===== config.mk =====
export PLATFORM = sky130hd
export DESIGN_NAME = framed_packet_receiver
export DESIGN_NICKNAME = d
export VERILOG_FILES = /design/src/design/fpr_pkg.sv /design/src/design/fpr_payload_buf.sv /design/src/design/framed_packet_receiver.sv
export VERILOG_INCLUDE_DIRS = /design/src /design/src/design
export SDC_FILE = /design/constraint.sdc
export NUM_CORES = 1
export LEC_CHECK = 0
export BUFFER_PORTS_ARGS = -buffer_cell sky130_fd_sc_hd__buf_2
export CAP_MARGIN = 10
export CORE_ASPECT_RATIO = 1.4
export CORE_MARGIN = 1
export CORE_UTILIZATION = 46
export CTS_BUF_LIST = sky130_fd_sc_hd__clkbuf_2
export CTS_CLUSTER_DIAMETER = 80
export DETAILED_ROUTE_END_ITERATION = 6
export PLACE_DENSITY_LB_ADDON = 0.25
export SLEW_MARGIN = 30
export SYNTH_ARGS = -nofsm -noshare
export SYNTH_HDL_FRONTEND = slang
export SYNTH_SLANG_ARGS = --single-unit

===== constraint.sdc =====
create_clock -name i_clk -period 2.86 [get_ports i_clk]
set_input_delay 0.858 -clock i_clk [delete_from_list [all_inputs] [get_ports i_clk]]
set_output_delay 0.858 -clock i_clk [all_outputs]
set_load 0.005 [all_outputs]

===== src/design/assert_macros.svh =====
`ifndef ASSERT_MACROS_SVH
`define ASSERT_MACROS_SVH

// check an implication on every rising clock edge outside reset
`define ASSERT_IMPL(label, ante, cons, msg) \
    label: assert property (@(posedge i_clk) disable iff (!i_rst_n) (ante) |-> (cons)) \
        else $error(msg);

// check an implication in the following cycle, outside reset
`define ASSERT_NEXT(label, ante, cons, msg) \
    label: assert property (@(posedge i_clk) disable iff (!i_rst_n) (ante) |=> (cons)) \
        else $error(msg);

`endif


===== src/design/fpr_pkg.sv =====
`default_nettype none

package fpr_pkg;

    localparam int unsigned MaxPayload = 64;
    localparam int unsigned BufAddrW   = $clog2(MaxPayload);

    localparam logic [7:0] AnyAddress     = 8'hFF;
    localparam logic [7:0] StartMarkerRst = 8'hAA;
    localparam logic [7:0] EndMarkerRst   = 8'h4D;
    localparam logic [7:0] AcceptAddrRst  = 8'hFF;
    localparam logic [6:0] LengthLimitRst = 7'(MaxPayload);

    typedef enum logic [1:0] {
        REG_START_MARKER,
        REG_END_MARKER,
        REG_ACCEPT_ADDRESS,
        REG_LENGTH_LIMIT
    } t_reg_idx;

    typedef struct packed {
        logic                wr_en;
        logic [BufAddrW-1:0] wr_addr;
        logic [7:0]          wr_data;
        logic                rd_en;
        logic [BufAddrW-1:0] rd_addr;
    } t_buf_req;

endpackage

`default_nettype wire


===== src/design/fpr_payload_buf.sv =====
`default_nettype none

module fpr_payload_buf (
    input  wire logic              i_clk,
    input  wire fpr_pkg::t_buf_req i_req,
    output logic [7:0]             o_rd_data
);

    logic [7:0] r_mem [fpr_pkg::MaxPayload];
    logic [7:0] r_rd_data;

    always_ff @(posedge i_clk) begin
        if (i_req.wr_en) begin
            r_mem[i_req.wr_addr] <= i_req.wr_data;
        end
    end

    always_ff @(posedge i_clk) begin
        if (i_req.rd_en) begin
            r_rd_data <= r_mem[i_req.rd_addr];
        end
    end

    assign o_rd_data = r_rd_data;

endmodule

`default_nettype wire


===== src/design/framed_packet_receiver.sv =====
// Once a frame's end byte is accepted, its first payload byte is read from the buffer and
// then registered at the output. Throughput: one received byte per cycle while receiving
// a frame; an accepted frame's payload then drains one read at a time (buffer read, then
// output register), and no byte is taken until the last payload read has been issued.
// Reset: synchronous, active low; clears the deframer state and loads register defaults.
// The payload buffer is not cleared; every entry is written before it is read.
`default_nettype none
`include "assert_macros.svh"

module framed_packet_receiver (
    input  wire logic        i_clk,
    input  wire logic        i_rst_n,
    // config
    input  wire logic        psel,
    input  wire logic        penable,
    input  wire logic        pwrite,
    input  wire logic [3:0]  paddr,
    input  wire logic [31:0] pwdata,
    output logic [31:0]      prdata,
    output logic             pready,
    // receive stream
    input  wire logic        s_axis_tvalid,
    output logic             s_axis_tready,
    input  wire logic [7:0]  s_axis_tdata,   // [7:0] rx_byte
    // payload stream
    output logic             m_axis_tvalid,
    input  wire logic        m_axis_tready,
    output logic [23:0]      m_axis_tdata,   // [7:0] payload_byte, [15:8] frame_address,
                                             // [22:16] frame_length, [23] zero
    output logic             m_axis_tlast
);

    typedef enum logic [2:0] {
        ST_HUNT,
        ST_ADDR,
        ST_LEN,
        ST_DATA,
        ST_SUM,
        ST_END,
        ST_EMIT
    } t_state;

    t_state     r_state;
    logic [6:0] r_wpos;
    logic [6:0] r_len;
    logic [7:0] r_sum;
    logic [7:0] r_addr;

    logic [7:0] r_start_marker;
    logic [7:0] r_end_marker;
    logic [7:0] r_accept_addr;
    logic [6:0] r_length_limit;

    logic [6:0] r_rd_cnt;
    logic       r_rd_pend;
    logic       r_rd_last;

    logic       r_out_valid;
    logic       r_out_last;
    logic [7:0] r_out_byte;
    logic [7:0] r_out_addr;
    logic [6:0] r_out_len;

    logic              in_fire;
    logic              pop;
    logic              rd_issue;
    logic              cfg_wr;
    logic [6:0]        n_limit;
    logic              len_bad;
    logic              addr_ok;
    logic [6:0]        n_wpos;
    logic [6:0]        n_rd_cnt;
    logic [7:0]        n_sum;
    logic [7:0]        buf_rdata;
    fpr_pkg::t_buf_req buf_req;
    fpr_pkg::t_reg_idx reg_idx;

    assign pready        = 1'b1;
    assign s_axis_tready = (r_state != ST_EMIT);
    assign in_fire       = s_axis_tvalid & s_axis_tready;
    assign pop           = r_out_valid & m_axis_tready;
    assign rd_issue      = (r_state == ST_EMIT) && !r_rd_pend && (!r_out_valid || pop);
    assign cfg_wr        = psel & penable & pwrite & pready;
    assign reg_idx       = fpr_pkg::t_reg_idx'(paddr[3:2]);

    assign n_limit  = (r_length_limit > 7'(fpr_pkg::MaxPayload))
                    ? 7'(fpr_pkg::MaxPayload) : r_length_limit;
    assign len_bad  = (s_axis_tdata == 8'd0) || (s_axis_tdata > {1'b0, n_limit});
    assign addr_ok  = (r_accept_addr == fpr_pkg::AnyAddress) || (r_accept_addr == r_addr);
    assign n_wpos   = r_wpos + 7'd1;
    assign n_rd_cnt = r_rd_cnt + 7'd1;
    assign n_sum    = r_sum + s_axis_tdata;

    always_comb begin
        buf_req.wr_en   = in_fire && (r_state == ST_DATA);
        buf_req.wr_addr = r_wpos[fpr_pkg::BufAddrW-1:0];
        buf_req.wr_data = s_axis_tdata;
        buf_req.rd_en   = rd_issue;
        buf_req.rd_addr = r_rd_cnt[fpr_pkg::BufAddrW-1:0];
    end

    fpr_payload_buf u_buf (
        .i_clk     (i_clk),
        .i_req     (buf_req),
        .o_rd_data (buf_rdata)
    );

    always_comb begin
        case (reg_idx)
            fpr_pkg::REG_START_MARKER:   prdata = {24'd0, r_start_marker};
            fpr_pkg::REG_END_MARKER:     prdata = {24'd0, r_end_marker};
            fpr_pkg::REG_ACCEPT_ADDRESS: prdata = {24'd0, r_accept_addr};
            fpr_pkg::REG_LENGTH_LIMIT:   prdata = {25'd0, r_length_limit};
            default:                     prdata = 32'd0;
        endcase
    end

    always_ff @(posedge i_clk) begin
        if (!i_rst_n) begin
            r_state        <= ST_HUNT;
            r_wpos         <= 7'd0;
            r_len          <= 7'd0;
            r_sum          <= 8'd0;
            r_addr         <= 8'd0;
            r_start_marker <= fpr_pkg::StartMarkerRst;
            r_end_marker   <= fpr_pkg::EndMarkerRst;
            r_accept_addr  <= fpr_pkg::AcceptAddrRst;
            r_length_limit <= fpr_pkg::LengthLimitRst;
            r_rd_cnt       <= 7'd0;
            r_rd_pend      <= 1'b0;
            r_rd_last      <= 1'b0;
            r_out_valid    <= 1'b0;
        end else begin
            if (cfg_wr) begin
                case (reg_idx)
                    fpr_pkg::REG_START_MARKER:   r_start_marker <= pwdata[7:0];
                    fpr_pkg::REG_END_MARKER:     r_end_marker   <= pwdata[7:0];
                    fpr_pkg::REG_ACCEPT_ADDRESS: r_accept_addr  <= pwdata[7:0];
                    fpr_pkg::REG_LENGTH_LIMIT:   r_length_limit <= pwdata[6:0];
                    default: ;
                endcase
            end

            if (in_fire) begin
                case (r_state)
                    ST_HUNT: begin
                        if (s_axis_tdata == r_start_marker) begin
                            r_wpos  <= 7'd0;
                            r_sum   <= 8'd0;
                            r_state <= ST_ADDR;
                        end
                    end
                    ST_ADDR: begin
                        r_sum   <= n_sum;
                        r_addr  <= s_axis_tdata;
                        r_state <= (s_axis_tdata == fpr_pkg::AnyAddress) ? ST_HUNT : ST_LEN;
                    end
                    ST_LEN: begin
                        r_sum <= n_sum;
                        if (len_bad) begin
                            r_state <= ST_HUNT;
                        end else begin
                            r_len   <= s_axis_tdata[6:0];
                            r_wpos  <= 7'd0;
                            r_state <= ST_DATA;
                        end
                    end
                    ST_DATA: begin
                        r_sum  <= n_sum;
                        r_wpos <= n_wpos;
                        if (n_wpos >= r_len) begin
                            r_state <= ST_SUM;
                        end
                    end
                    ST_SUM: begin
                        r_state <= (r_sum == s_axis_tdata) ? ST_END : ST_HUNT;
                    end
                    ST_END: begin
                        if ((s_axis_tdata == r_end_marker) && addr_ok) begin
                            r_rd_cnt <= 7'd0;
                            r_state  <= ST_EMIT;
                        end else begin
                            r_state <= ST_HUNT;
                        end
                    end
                    default: r_state <= ST_HUNT;
                endcase
            end

            if (rd_issue) begin
                r_rd_cnt  <= n_rd_cnt;
                r_rd_last <= (n_rd_cnt == r_len);
                if (n_rd_cnt == r_len) begin
                    r_state <= ST_HUNT;
                end
            end
            r_rd_pend <= rd_issue;

            if (r_rd_pend) begin
                r_out_valid <= 1'b1;
                r_out_byte  <= buf_rdata;
                r_out_last  <= r_rd_last;
                r_out_addr  <= r_addr;
                r_out_len   <= r_len;
            end else if (pop) begin
                r_out_valid <= 1'b0;
            end
        end
    end

    assign m_axis_tvalid = r_out_valid;
    assign m_axis_tdata  = {1'b0, r_out_len, r_out_addr, r_out_byte};
    assign m_axis_tlast  = r_out_last;

    `ASSERT_IMPL(a_pend_out_free, r_rd_pend, !r_out_valid, "read lands on full output")
    `ASSERT_IMPL(a_rd_in_range, rd_issue, (r_rd_cnt < r_len), "buffer read beyond frame length")
    `ASSERT_NEXT(a_rd_pend_follows, rd_issue, r_rd_pend, "issued buffer read not tracked")
    `ASSERT_IMPL(a_out_len_nonzero, r_out_valid, (r_out_len != 7'd0), "zero length on output")

endmodule

`default_nettype wire


# Word-level counts from Yosys, hierarchy flattened
# Memories as Yosys holds them, arrays and structs flattened. A register that Yosys moved wholly into a read port is not among the register bits.
# Index checks and enable logic that the tools add are counted.
# Widths: inputs -> output; s select.
[totals]
output_inout_bits = 60
wordCells = 102
memories = 1
input_bits = 51
reg_bits = 98
mem_bits_rw = 512
[classes]
n_reduce_logical = 29
n_eq_ne = 19
n_addsub = 3
n_lt_le_gt_ge = 3
n_bitwise = 5
n_mux = 25
[mem_list]
columns = ["name", "words", "width", "rd", "rd_ports_with_merged_regs", "write_ports", "line", "rtl"]
rows = [
  ["u_buf.r_mem", 64, 8, 1, 1, 1, "fpr_payload_buf.sv:9", "logic [7:0] r_mem [fpr_pkg::MaxPayload];"],
]
[ops]
columns = ["operator", "count"]
rows = [
  ["$pmux 32 s4", 1],
  ["$mux 7", 7],
  ["$eq 8x8->1", 4],
  ["$mux 3", 7],
  ["$pmux 7 s3", 1],
  ["$pmux 3 s6", 1],
  ["$eq 8x8->1 const B", 2],
  ["$pmux 8 s2", 1],
  ["$add 7x1->7 const B", 2],
  ["$reduce_and 2->1", 6],
  ["$reduce_bool 2->1", 5],
  ["$eq 3x3->1 const B", 3],
  ["$reduce_and 3->1", 3],
  ["$add 8x8->8", 1],
  ["$gt 8x7->1", 1],
  ["$logic_not 8->1", 1],
  ["$mux 8", 1],
  ["$eq 7x7->1", 1],
  ["$ge 7x7->1", 1],
  ["$gt 7x7->1 const B", 1],
  ["$eq 3x2->1 const B", 2],
  ["$and 1x1->1", 4],
  ["$eq 2x2->1 const B", 2],
  ["$logic_and 1x1->1", 4],
  ["other kinds (14)", 22],
]

# Longest topological paths before layout
# Gate-level depths: netlist (run 1).
[logic_depth]
word_depth = 9
ltp_mapped = 10

# Modules after synthesis
# A second synthesis (run 1) with hierarchy kept.
[unflattened]
hier_cells = 1513
area_unflattened_um2 = 25697.1
[modules_own_cells]
columns = ["module", "seq_area_each_um2", "instances", "cells_per_inst", "area_per_inst_um2"]
rows = [
  ["fpr_payload_buf", 15615.0, 1, 940, 20246.9],
  ["framed_packet_receiver", 2202.1, 1, 573, 5450.2],
]

# Least setup slack after synthesis (run 1)
# OpenSTA, ideal clock, no wires.
[synth_timing]
kind = "input-to-output"
start = "input paddr[3]"
end = "output prdata[0]"
arrival_time_ns = 1.775
stages = 2
path_slack_ns = 0.227
n_path_buf = 1
cell_sequence = "buf_1 mux4_2"
[synth_between]
elab_chain_cells = 2
[synth_lines]
columns = ["element", "line", "rtl"]
rows = [
  ["from (decl)", "framed_packet_receiver.sv:17", "input wire logic [3:0] paddr,"],
  ["$eq 2x2->1 (tied with other cells)", "framed_packet_receiver.sv:109", "case (reg_idx)"],
  ["$pmux 32 s4 *", "framed_packet_receiver.sv:109", ""],
  ["to (decl)", "framed_packet_receiver.sv:19", "output logic [31:0] prdata,"],
]
# Mark *: on every way between the ends. The rest lies on a longest branch, timed or not. The select of a mux whose other input is x is not followed.

# Worst setup path after layout (run 1)
[layout_timing]
start = "register r_accept_addr[4]"
end = "output prdata[4]"
[layout_between]
elab_chain_cells = 1
[layout_lines]
columns = ["element", "line", "rtl"]
rows = [
  ["from (decl)", "framed_packet_receiver.sv:51", "logic [7:0] r_accept_addr;"],
  ["from (signal assigned)", "framed_packet_receiver.sv:127", "r_accept_addr <= fpr_pkg::AcceptAddrRst;"],
  ["from (signal assigned)", "framed_packet_receiver.sv:138", "fpr_pkg::REG_ACCEPT_ADDRESS: r_accept_addr <= pwdata[7:0];"],
  ["$pmux 32 s4", "framed_packet_receiver.sv:109", ""],
]
# No other way between the ends. The select of a mux whose other input is x is not followed.

==> results of run 1 <==
-- worst max-delay path: cells and delay by family, from the launching register on --
family                 cells  cell delay, ns
DFF                        1            0.36
buffers and inverters      1            0.14
muxes                      1            0.46
-- per-stage QoR --
step	hold WS [ns]	instance area, µm²	total power [W]
CTS	0.001348	28950	0.01606
finish	0.1160	28960	0.01587
detailed placement	0.4093	27280	0.01047
global placement	0.4024	27270	0.01045
floorplan	0.4003	25470	0.01023
global route	0.04405	28950	0.01649
-- cells in the mapped netlist, types with 4 or more instances --
| cell type | n | share of area (%) |
|---|---|---|
| nand3_1 | 31 | 0.61 |
| xnor2_1 | 26 | 0.90 |
| clkbuf_1 | 34 | 0.50 |
| nor2b_1 | 8 | 0.20 |
| buf_2 | 20 | 0.39 |
| a21oi_1 | 19 | 0.37 |
| nand2_1 | 81 | 1.2 |
| and4_1 | 9 | 0.31 |
| nor4_1 | 6 | 0.15 |
| nand3b_1 | 7 | 0.21 |
| mux2i_1 | 100 | 3.9 |
| a31o_2 | 4 | 0.14 |
| ha_1 | 23 | 1.1 |
| buf_4 | 26 | 0.77 |
| xor2_1 | 20 | 0.69 |
| mux4_2 | 134 | 12 |
| nor3b_1 | 4 | 0.12 |
| o211ai_1 | 6 | 0.18 |
| a22oi_1 | 35 | 1.0 |
| inv_1 | 18 | 0.27 |
| or2_2 | 4 | 0.099 |
| edfxtp_1 | 544 | 64 |
| nor2_1 | 122 | 1.8 |
| nand4_1 | 10 | 0.25 |
| buf_1 | 23 | 0.34 |
| nor3_1 | 5 | 0.099 |
| o21ai_0 | 13 | 0.26 |
| dfxtp_1 | 74 | 5.8 |
| or3_1 | 4 | 0.099 |
-- what timing repair did --
item	CTS	global route
cloned	0	0
setup endpoints to repair	9	9
hold endpoints to repair	44	0
gates resized for setup	40	1
hold buffers	13	0
buffers inserted	22	2
-- cell type report --
class | instances | area, µm² | area share [%]
sequential | 618 | 17880 | 61.76
clock buffer | 210 | 1051 | 3.630
multi-input combinational | 743 | 7034 | 24.29
tap | 721 | 902.1 | 3.115
inverter | 18 | 67.56 | 0.2333
timing repair buffer | 230 | 1752 | 6.049
clock inverter | 45 | 261.5 | 0.9031
antenna | 2 | 5.005 | 0.01728
-- path summary, 6_finish.rpt --
check	from	endpoint	slack, ns
worst min-delay path	s_axis_tdata[6]	r_len[6]	0.12
worst max-delay path	r_accept_addr[4]	prdata[4]	-0.14
worst max register to register	r_wpos[0]	r_state[1]	0.36
worst min register to register	u_buf.o_rd_data[5]	r_out_byte[5]	0.42
-- cell usage in the layout (no fill, tap or decap), types with 6 or more instances in the layout --
| master | n |
|---|---|
| dfxtp_1 | 43 |
| xnor2_1 | 26 |
| nand4_1 | 10 |
| and4_1 | 9 |
| dfxtp_2 | 20 |
| dlygate4sd3_1 | 13 |
| clkinv_2 | 6 |
| buf_4 | 149 |
| nor2_1 | 122 |
| a21oi_1 | 19 |
| inv_1 | 18 |
| o211ai_1 | 6 |
| clkbuf_2 | 210 |
| conb_1 | 26 |
| nand3_1 | 31 |
| nand3b_1 | 7 |
| buf_2 | 56 |
| a22oi_1 | 35 |
| mux4_2 | 135 |
| edfxtp_1 | 544 |
| clkinvlp_4 | 6 |
| o21ai_0 | 12 |
| dfxtp_4 | 11 |
| mux2i_1 | 100 |
| nor2b_1 | 8 |
| buf_12 | 10 |
| nand2_1 | 81 |
| nor4_1 | 6 |
| ha_1 | 23 |
| clkinv_1 | 24 |
| xor2_1 | 20 |
-- logic make-up after synthesis --
| kind of cell | Yosys count |
|---|---|
| AO/OA/AOI/OAI | 100 |
| XOR/XNOR | 46 |
| adder cells (fa/ha/maj) | 24 |
| buffers and inverters | 125 |
| flip-flops | 618 |
| multiplexers | 236 |
| other | 2 |
| AND/OR/NAND/NOR | 311 |
-- power by group --
part           switching, W  internal, W  leakage (nW)
logic              0.000321     0.000157          3.06
registers         0.0000158      0.00979          5.46
clock network       0.00343      0.00217         0.992
-- flip-flops by register name, indices dropped and copies added (netlist names), 3 cells and up --
signal,cells
r_state,3
r_len,7
r_out_len,7
r_out_byte,8
r_sum,8
r_end_marker,8
u_buf.r_mem,512
r_out_addr,8
r_start_marker,8
r_wpos,7
r_addr,8
u_buf.o_rd_data,8
r_accept_addr,8
r_length_limit,7
r_rd_cnt,7
-- layer usage --
| metal | wire length (µm) | track usage (%) | vias to the layer above |
|---|---|---|---|
| li1 | - | - | 6394 |
| met5 | 0 | 0 | - |
| met2 | 31980 | 39.10 | 435 |
| met3 | 2787 | 3.979 | 109 |
| met1 | 23350 | 25.98 | 7215 |
| met4 | 1584 | 8.514 | 0 |
==> flow_summary.yaml, run 1 <==
worst_setup_path:
  crit_arrival_ns: 2.14
  max_stage_delay_ns: 0.46
  path_max_fanout: 2
  reg2regPathDepth: 10
  crit_slowest_cell: "mux4_2"
  end_kind: "primary output"
  crit_chain: "mux4_2, buf_2"
  critPathLaunchType: "flip-flop"
  crit_type: "flip-flop to primary output"
  worstPathRequired_ns: 2.00
detailed_routing:
  via_count: 14153
  postRouteAntennaNets: 0
  wl_um: 59700
  drc: 0
  vias_per_cell: 5.471
  routedWlPerCell_um: 23.08
  drt_pass1_iterations: 7
  drtIter0Drc: 1137
synthesis:
  synth_mux_area_share_pct: 16.00
  yosys.area_share.simple_pct: 5.769
  synth_ff_type: "edfxtp_1"
  synth_adder_area_share_pct: 1.213
  synthXorXnorAreaFrac_pct: 1.588
  synth_compound_area_share_pct: 2.722
  yosys_warnings: 0
  async_reset_ff_share_pct: 0
  yosysSeqAreaShare_pct: 70.21
  synth_top_family_by_area: "multiplexers"
  syn_avg_cell_area_um2: 17.36
  ys_ff_latch: 618
  netlist_area_um2: 25380
  synth_edf_count: 544
  synthCells: 1462
  ys_types: 61
pwr:
  ir_drop_mv: 0.2248
  powerDensity_nw_per_um2: 548.1
  p_leak_nw: 9.520
floorplanning:
  dieHeight_um: 279.9
  initial_core_util_pct: 46.70
  std_cell_rows: 101
  io_pins: 111
  die-width_um: 200.5
  die-area_um2: 56120
  core_area_um2: 54340
sta:
  drv_slew: 0
  finalSetupTns_ns: -0.6756
  grt_setup_unrepaired: "yes"
  tightest_slew_ns: 0.7924
  fin_skew_ns: 0.08725
  post-route-min-period_ns: 2.996
  finalHoldViolations: 0
  setup_ws_ns: -0.1364
  max_slew_margin_pct: 47.17
  finalSetupViolCount: 7
  fin_crit_sh_pct: 104.8
  max_freq_mhz: 333.7
clocking:
  path_clk_slew_ns: 0.10
  htree_levels: 4
  cts_sinks: 618
  cts_root_buffer: "clkbuf_2"
  cts_tree: "yes"
  clk_latency_ns: 1.19
  cts_buffers: 143
  cts_max_path_buffers: 3
min_path:
  hp-class: "input pin to flip-flop"
  worstHoldPathCells: 3
placed_design:
  post-place-ws_ns: -0.05145
  place_congestion: 0.8471
  dp.cells: 2295
  io_buffers: 58
  hpwl_um: 38850
run_status:
  violations: "setup timing"
  outcome: "finished with violations"
layout:
  areaGrowthSynthToFinish_pct: 14.11
  stdcell_count: 2587
  final_core_utilization_pct: 53.29
  drive_above_1_share_pct: 33.96
  fill_cells: 4463
  layout.nets: 1829
grt:
  overflow: 0
  grt_pass1_wl_um: 90380
  track_usage_pct: 21.81
  grt_antenna_before_repair: 3
  grt_pass1_vias: 14732
  grt_max_degree: 66
flow_run:
  cap_violations: 0
Note: power is estimated with default switching activity, not from simulation.
==> run 2: changes to the inputs <==
--- a/config.mk
+++ b/config.mk
@@ -15,6 +15,7 @@
 export CTS_CLUSTER_DIAMETER = 80
 export DETAILED_ROUTE_END_ITERATION = 6
 export PLACE_DENSITY_LB_ADDON = 0.25
+export RECOVER_POWER = 100
 export SLEW_MARGIN = 30
 export SYNTH_ARGS = -nofsm -noshare
 export SYNTH_HDL_FRONTEND = slang
==> run 2 against run 1 <==
  * The flow finishes with violations (capacitance limit, slew limit, setup timing)
  * Die area unchanged
  * Clock-buffer cell count unchanged
  * Non-clock buffer count unchanged
  * Global-route usage unchanged
  * Critical endpoint unchanged
  * Clock power about the same
  * Via count down 0.28%
  * First-iteration DRC count up 5.4%
==> flow_summary.yaml, run 2 (same netlist as run 1, synthesis figures left out) <==
run_status:
  outcome: "finished with violations"
  violations: "capacitance limit, slew limit, setup timing"
pwr:
  p_leak_nw: 9.218
  ir_drop_mv: 0.2230
  powerDensity_nw_per_um2: 554.9
sta:
  max_slew_margin_pct: -33.13
  tightest_slew_ns: 1.997
  fin_skew_ns: 0.08690
  hold_ws_ns: 0.2611
  finalHoldViolations: 0
  fin_crit_sh_pct: 104.8
  post-route-min-period_ns: 2.998
  drv_slew: 104
  grt_setup_unrepaired: "yes"
  finalSetupViolCount: 9
  max_freq_mhz: 333.6
  setup_ws_ns: -0.1376
clocking:
  cts_sinks: 618
  clk_latency_ns: 1.19
  cts_root_buffer: "clkbuf_2"
  htree_levels: 4
  path_clk_slew_ns: 0.09
  cts_tree: "yes"
  cts_max_path_buffers: 3
  cts_buffers: 143
detailed_routing:
  routedWlPerCell_um: 23.01
  vias_per_cell: 5.455
  wl_um: 59520
  postRouteAntennaNets: 0
  drt_pass1_iterations: 5
  drtIter0Drc: 1198
  via_count: 14113
  drc: 0
worst_setup_path:
  crit_slowest_cell: "mux4_2"
  crit_type: "flip-flop to primary output"
  path_max_fanout: 3
  worstSetupEndpoint: "prdata[4]"
  crit_chain: "mux4_2, buf_2"
  critical_path.startpoint: "r_end_marker[4]"
  worstPathRequired_ns: 2.00
  max_stage_delay_ns: 0.47
  reg2regPathDepth: 8
  crit_arrival_ns: 2.14
  end_kind: "primary output"
  critPathLaunchType: "flip-flop"
  worstReg2RegStart: "r_state[0]"
  rrSetupSlack_ns: 0.11
  r2r-end: "u_buf.r_mem[63][2]"
grt:
  grt_pass1_wl_um: 90380
  met2_usage_pct: 39.10
  grt_antenna_before_repair: 3
  track_usage_pct: 21.81
  use_met3_pct: 3.979
  grt_pass1_vias: 14732
  grt_max_degree: 66
  grt_use_met1_pct: 25.98
  grt-busiest-layer: "met2"
  overflow: 0
floorplanning:
  die-area_um2: 56120
  std_cell_rows: 101
  core_area_um2: 54340
  die-width_um: 200.5
  io_pins: 111
  dieHeight_um: 279.9
  initial_core_util_pct: 46.70
layout:
  final_common_cell: "edfxtp_1"
  fin_area_um2: 28570
  layout.nets: 1829
  stdcell_count: 2587
  top_register: "u_buf.r_mem"
  final_core_utilization_pct: 52.57
  largest_reg_flops: 512
  fill_cells: 4543
  areaGrowthSynthToFinish_pct: 12.58
  most-common-layout-cells: "edfxtp_1 (544), clkbuf_2 (262), mux4_2 (135), nor2_1 (122), mux2i_1 (100)"
  drive_above_1_share_pct: 29.72
placed_design:
  place_congestion: 0.8471
  io_buffers: 58
  dp.cells: 2295
  dpl-instance-area_um2: 27280
  hpwl_um: 38850
min_path:
  hp-class: "input pin to flip-flop"
flow_run:
  cap_violations: 2
-- run 2: cell types whose count changed in the layout (fill, tap and decap cells not counted), moves of 2 or more --
cell	delta
buf_4	-102
buf_12	-2
buf_2	-24
clkbuf_1	+74
clkbuf_4	+2
clkbuf_2	+52
-- run 2: worst max-delay path: cells and delay by family (launching register included) --
family	cells	cell delay, ns
buffers and inverters	1	0.14
flip-flops	1	0.36
multiplexers	1	0.47
-- run 2: layer usage --
metal | vias to the layer above | share of wire, %
met5 | - | 0
li1 | 6390 | -
met1 | 7197 | 39
met3 | 108 | 4.6
met4 | 0 | 2.8
met2 | 418 | 54
-- run 2: timing repair --
item | 4_1_cts | 5_1_grt
resized for setup | 40 | 1
buffers inserted | 22 | 2
endpoints found under the setup margin | 9 | 9
endpoints found under the hold margin | 44 | 0
hold buffers | 13 | 0
gates cloned | 0 | 0
pin swaps | 0 | 0
-- run 2: power by group --
part           internal (W)  switching, W  total, W
registers           0.00979     0.0000157   0.00981
logic              0.000140      0.000319  0.000459
clock network       0.00217       0.00342   0.00558
-- run 2: worst min-delay path by stage --
stage | startpoint | to | cells after the start | slack (ns)
after floorplan | u_buf.o_rd_data[0] | r_out_byte[0] | 0 | 0.40
after global placement | u_buf.o_rd_data[3] | r_out_byte[3] | 0 | 0.40
after detailed placement | u_buf.o_rd_data[4] | r_out_byte[4] | 0 | 0.41
after CTS | s_axis_tdata[6] | r_len[6] | 3 | 0.001
after global routing | s_axis_tdata[6] | r_addr[6] | 3 | 0.18
final | s_axis_tdata[6] | r_len[6] | 3 | 0.26
-- run 2: cell type report --
| class | count | area, µm² | area share (%) |
|---|---|---|---|
| antenna | 2 | 5.005 | 0.01752 |
| clock buffer | 210 | 1051 | 3.679 |
| inverter | 18 | 67.56 | 0.2365 |
| tap | 721 | 902.1 | 3.158 |
| clock inverter | 45 | 261.5 | 0.9154 |
| multi-input combinational | 743 | 7020 | 24.58 |
| timing repair buffer | 230 | 1379 | 4.827 |
| sequential | 618 | 17880 | 62.59 |
-- run 2: stage by stage --
step | power [W] | setup slack (ns) | TNS, ns
2_1_floorplan | 0.01023 | 0.2265 | 0
3_3_place_gp | 0.01045 | -0.03446 | -0.1956
3_5_place_dp | 0.01047 | -0.05145 | -0.1269
4_1_cts | 0.01606 | -0.2328 | -1.436
5_1_grt | 0.01648 | -0.2428 | -3.315
6_report | 0.01585 | -0.1376 | -0.7140
==> run 3: changes to the inputs <==
--- a/config.mk
+++ b/config.mk
@@ -16,6 +16,7 @@
 export DETAILED_ROUTE_END_ITERATION = 6
 export PLACE_DENSITY_LB_ADDON = 0.25
 export RECOVER_POWER = 100
+export SETUP_SLACK_MARGIN = 0.1
 export SLEW_MARGIN = 30
 export SYNTH_ARGS = -nofsm -noshare
 export SYNTH_HDL_FRONTEND = slang
==> constraint.sdc (replaced) <==
create_clock -name i_clk -period 3.8 [get_ports i_clk]
set_input_delay 1.14 -clock i_clk [delete_from_list [all_inputs] [get_ports i_clk]]
set_output_delay 1.14 -clock i_clk [all_outputs]
set_load 0.005 [all_outputs]
==> run 3 against run 2 <==
  * The run ends with capacitance limit, slew limit left
  * Clock-buffer cell count fell by 14
  * Critical endpoint is now r_addr[5]
  * Global-route usage is 0.23 points lower
  * Sequential share of layout area increased by 1.1 points
  * Highest routed layer is now met5
  * Clock power shrank 23%
  * Non-clock buffer count shrank 62
  * Via count decreased by 1.3%
  * Critical path type is now input pin to flip-flop
==> flow_summary.yaml, run 3 (same netlist as run 1, synthesis figures left out) <==
clocking:
  clk_latency_ns: 1.17
  path_clk_slew_ns: 0.10
  postCtsSetupBuffers: 0
  cts_root_buffer: "clkbuf_2"
  cts_buffers: 141
  cts_max_path_buffers: 3
  cts_tree: "yes"
  htree_levels: 4
  holdBufCountCts: 0
  post_cts_resized: 0
  cts_sinks: 618
pwr:
  powerDensity_nw_per_um2: 428.7
  clock_power_share_pct: 35.8
  combPwrFrac_pct: 2.5
  p_int_w: 0.009203
  p_sw_share_pct: 23.25
  p_sw_w: 0.002788
  p_leak_nw: 8.786
  ir_drop_mv: 0.1702
  p_seq_share_pct: 61.7
sta:
  finalHoldViolations: 0
  max_slew_margin_pct: -98.37
  drv_slew: 218
  post-route-min-period_ns: 3.437
  tightest_slew_ns: 2.976
  max_freq_mhz: 291.0
  finalSetupViolCount: 0
  hold_ws_ns: 0.2635
  grt_setup_unrepaired: "no"
  finalSetupTns_ns: 0
  fin_crit_sh_pct: 90.44
  fin_skew_ns: 0.06535
placed_design:
  io_buffers: 58
  hpwl_um: 37800
  place_congestion: 0.8531
worst_setup_path:
  crit_arrival_ns: 4.51
  end_kind: "flip-flop"
  path_max_fanout: 59
  worstPathRequired_ns: 4.87
  critPathLaunchType: "input pin"
  crit_type: "input pin to flip-flop"
detailed_routing:
  via_count: 13932
  drtIter0Drc: 1053
  drt_pass1_iterations: 7
  routedWlPerCell_um: 23.59
  wl_um: 59390
  drc: 0
  postRouteAntennaNets: 0
  vias_per_cell: 5.533
layout:
  most-common-layout-cells: "edfxtp_1 (544), clkbuf_2 (201), mux4_2 (134), nor2_1 (122), clkbuf_1 (108)"
  fill_cells: 4607
  layout.nets: 1765
  areaGrowthSynthToFinish_pct: 10.22
  top_register: "u_buf.r_mem"
  final_common_cell: "edfxtp_1"
  largest_reg_flops: 512
  drive_above_1_share_pct: 23.73
grt:
  overflow: 0
  track_usage_pct: 21.58
  grt_pass1_wl_um: 88530
  grt_max_degree: 65
  grt_antenna_before_repair: 5
  grt_pass1_vias: 14341
floorplanning:
  dieHeight_um: 279.9
  io_pins: 111
  std_cell_rows: 101
  die-area_um2: 56120
  core_area_um2: 54340
  initial_core_util_pct: 46.70
  die-width_um: 200.5
min_path:
  hp-class: "input pin to flip-flop"
run_status:
  outcome: "finished with violations"
  violations: "capacitance limit, slew limit"
flow_run:
  cap_violations: 4
[run 3: metrics by stage]
step | setup slack [ns] | total power [W] | utilization, % | std cells | area [µm²]
2_1_floorplan | 0.6025 | 0.007702 | - | 1486 | 25470
3_3_place_gp | 0.4961 | 0.007847 | 49.72 | 2268 | 27020
3_5_place_dp | 0.4850 | 0.007862 | 49.73 | 2268 | 27020
4_1_cts | 0.3686 | 0.01213 | 52.17 | 2516 | 28350
5_1_grt | 0.1845 | 0.01245 | 51.47 | 2518 | 27970
6_report | 0.3633 | 0.01199 | 51.47 | 2518 | 27970
[run 3: power groups by stage]
stage          logic, W  registers [W]  clock network, W
2_1_floorplan  0.000165        0.00754                 0
4_1_cts        0.000319        0.00739           0.00442
3_3_place_gp   0.000304        0.00754                 0
3_5_place_dp   0.000318        0.00754                 0
6_report       0.000305        0.00740           0.00429
5_1_grt        0.000335        0.00740           0.00472
[run 3: path summary, 6_finish.rpt]
check | slack, ns | from | to | depth (start not counted)
worst min register to register | 0.44 | u_buf.o_rd_data[3] | r_out_byte[3] | 0
worst max-delay path | 0.36 | s_axis_tdata[5] | r_addr[5] | 5
worst max register to register | 0.66 | r_rd_cnt[0] | u_buf.o_rd_data[0] | 5
worst min-delay path | 0.26 | pwdata[7] | r_accept_addr[7] | 3
[run 3: routing by layer]
metal,GRT usage [%],part of all wire [%],vias to the layer above
met5,0,0.020,-
met4,9.885,3.3,2
met3,3.688,4.6,118
met2,38.11,54,432
met1,25.81,38,7139
li1,-,-,6241
[run 3: critical path, stage by stage]
cell      delay, ns
clkbuf_1       0.49
clkbuf_1       2.05
clkbuf_1       0.53
mux2i_1        0.15
nor2_1         0.10
[run 3: cell type report]
cell class / count / area, µm² / area share [%]
diodes: 2 / 5.005 / 0.01789
clock buffers: 196 / 980.9 / 3.507
clock inverters: 52 / 346.6 / 1.239
inverters: 18 / 67.56 / 0.2416
multi-input cells: 743 / 7025 / 25.12
flip-flops and latches: 618 / 17830 / 63.74
well taps: 721 / 902.1 / 3.225
repair buffers: 168 / 814.5 / 2.912
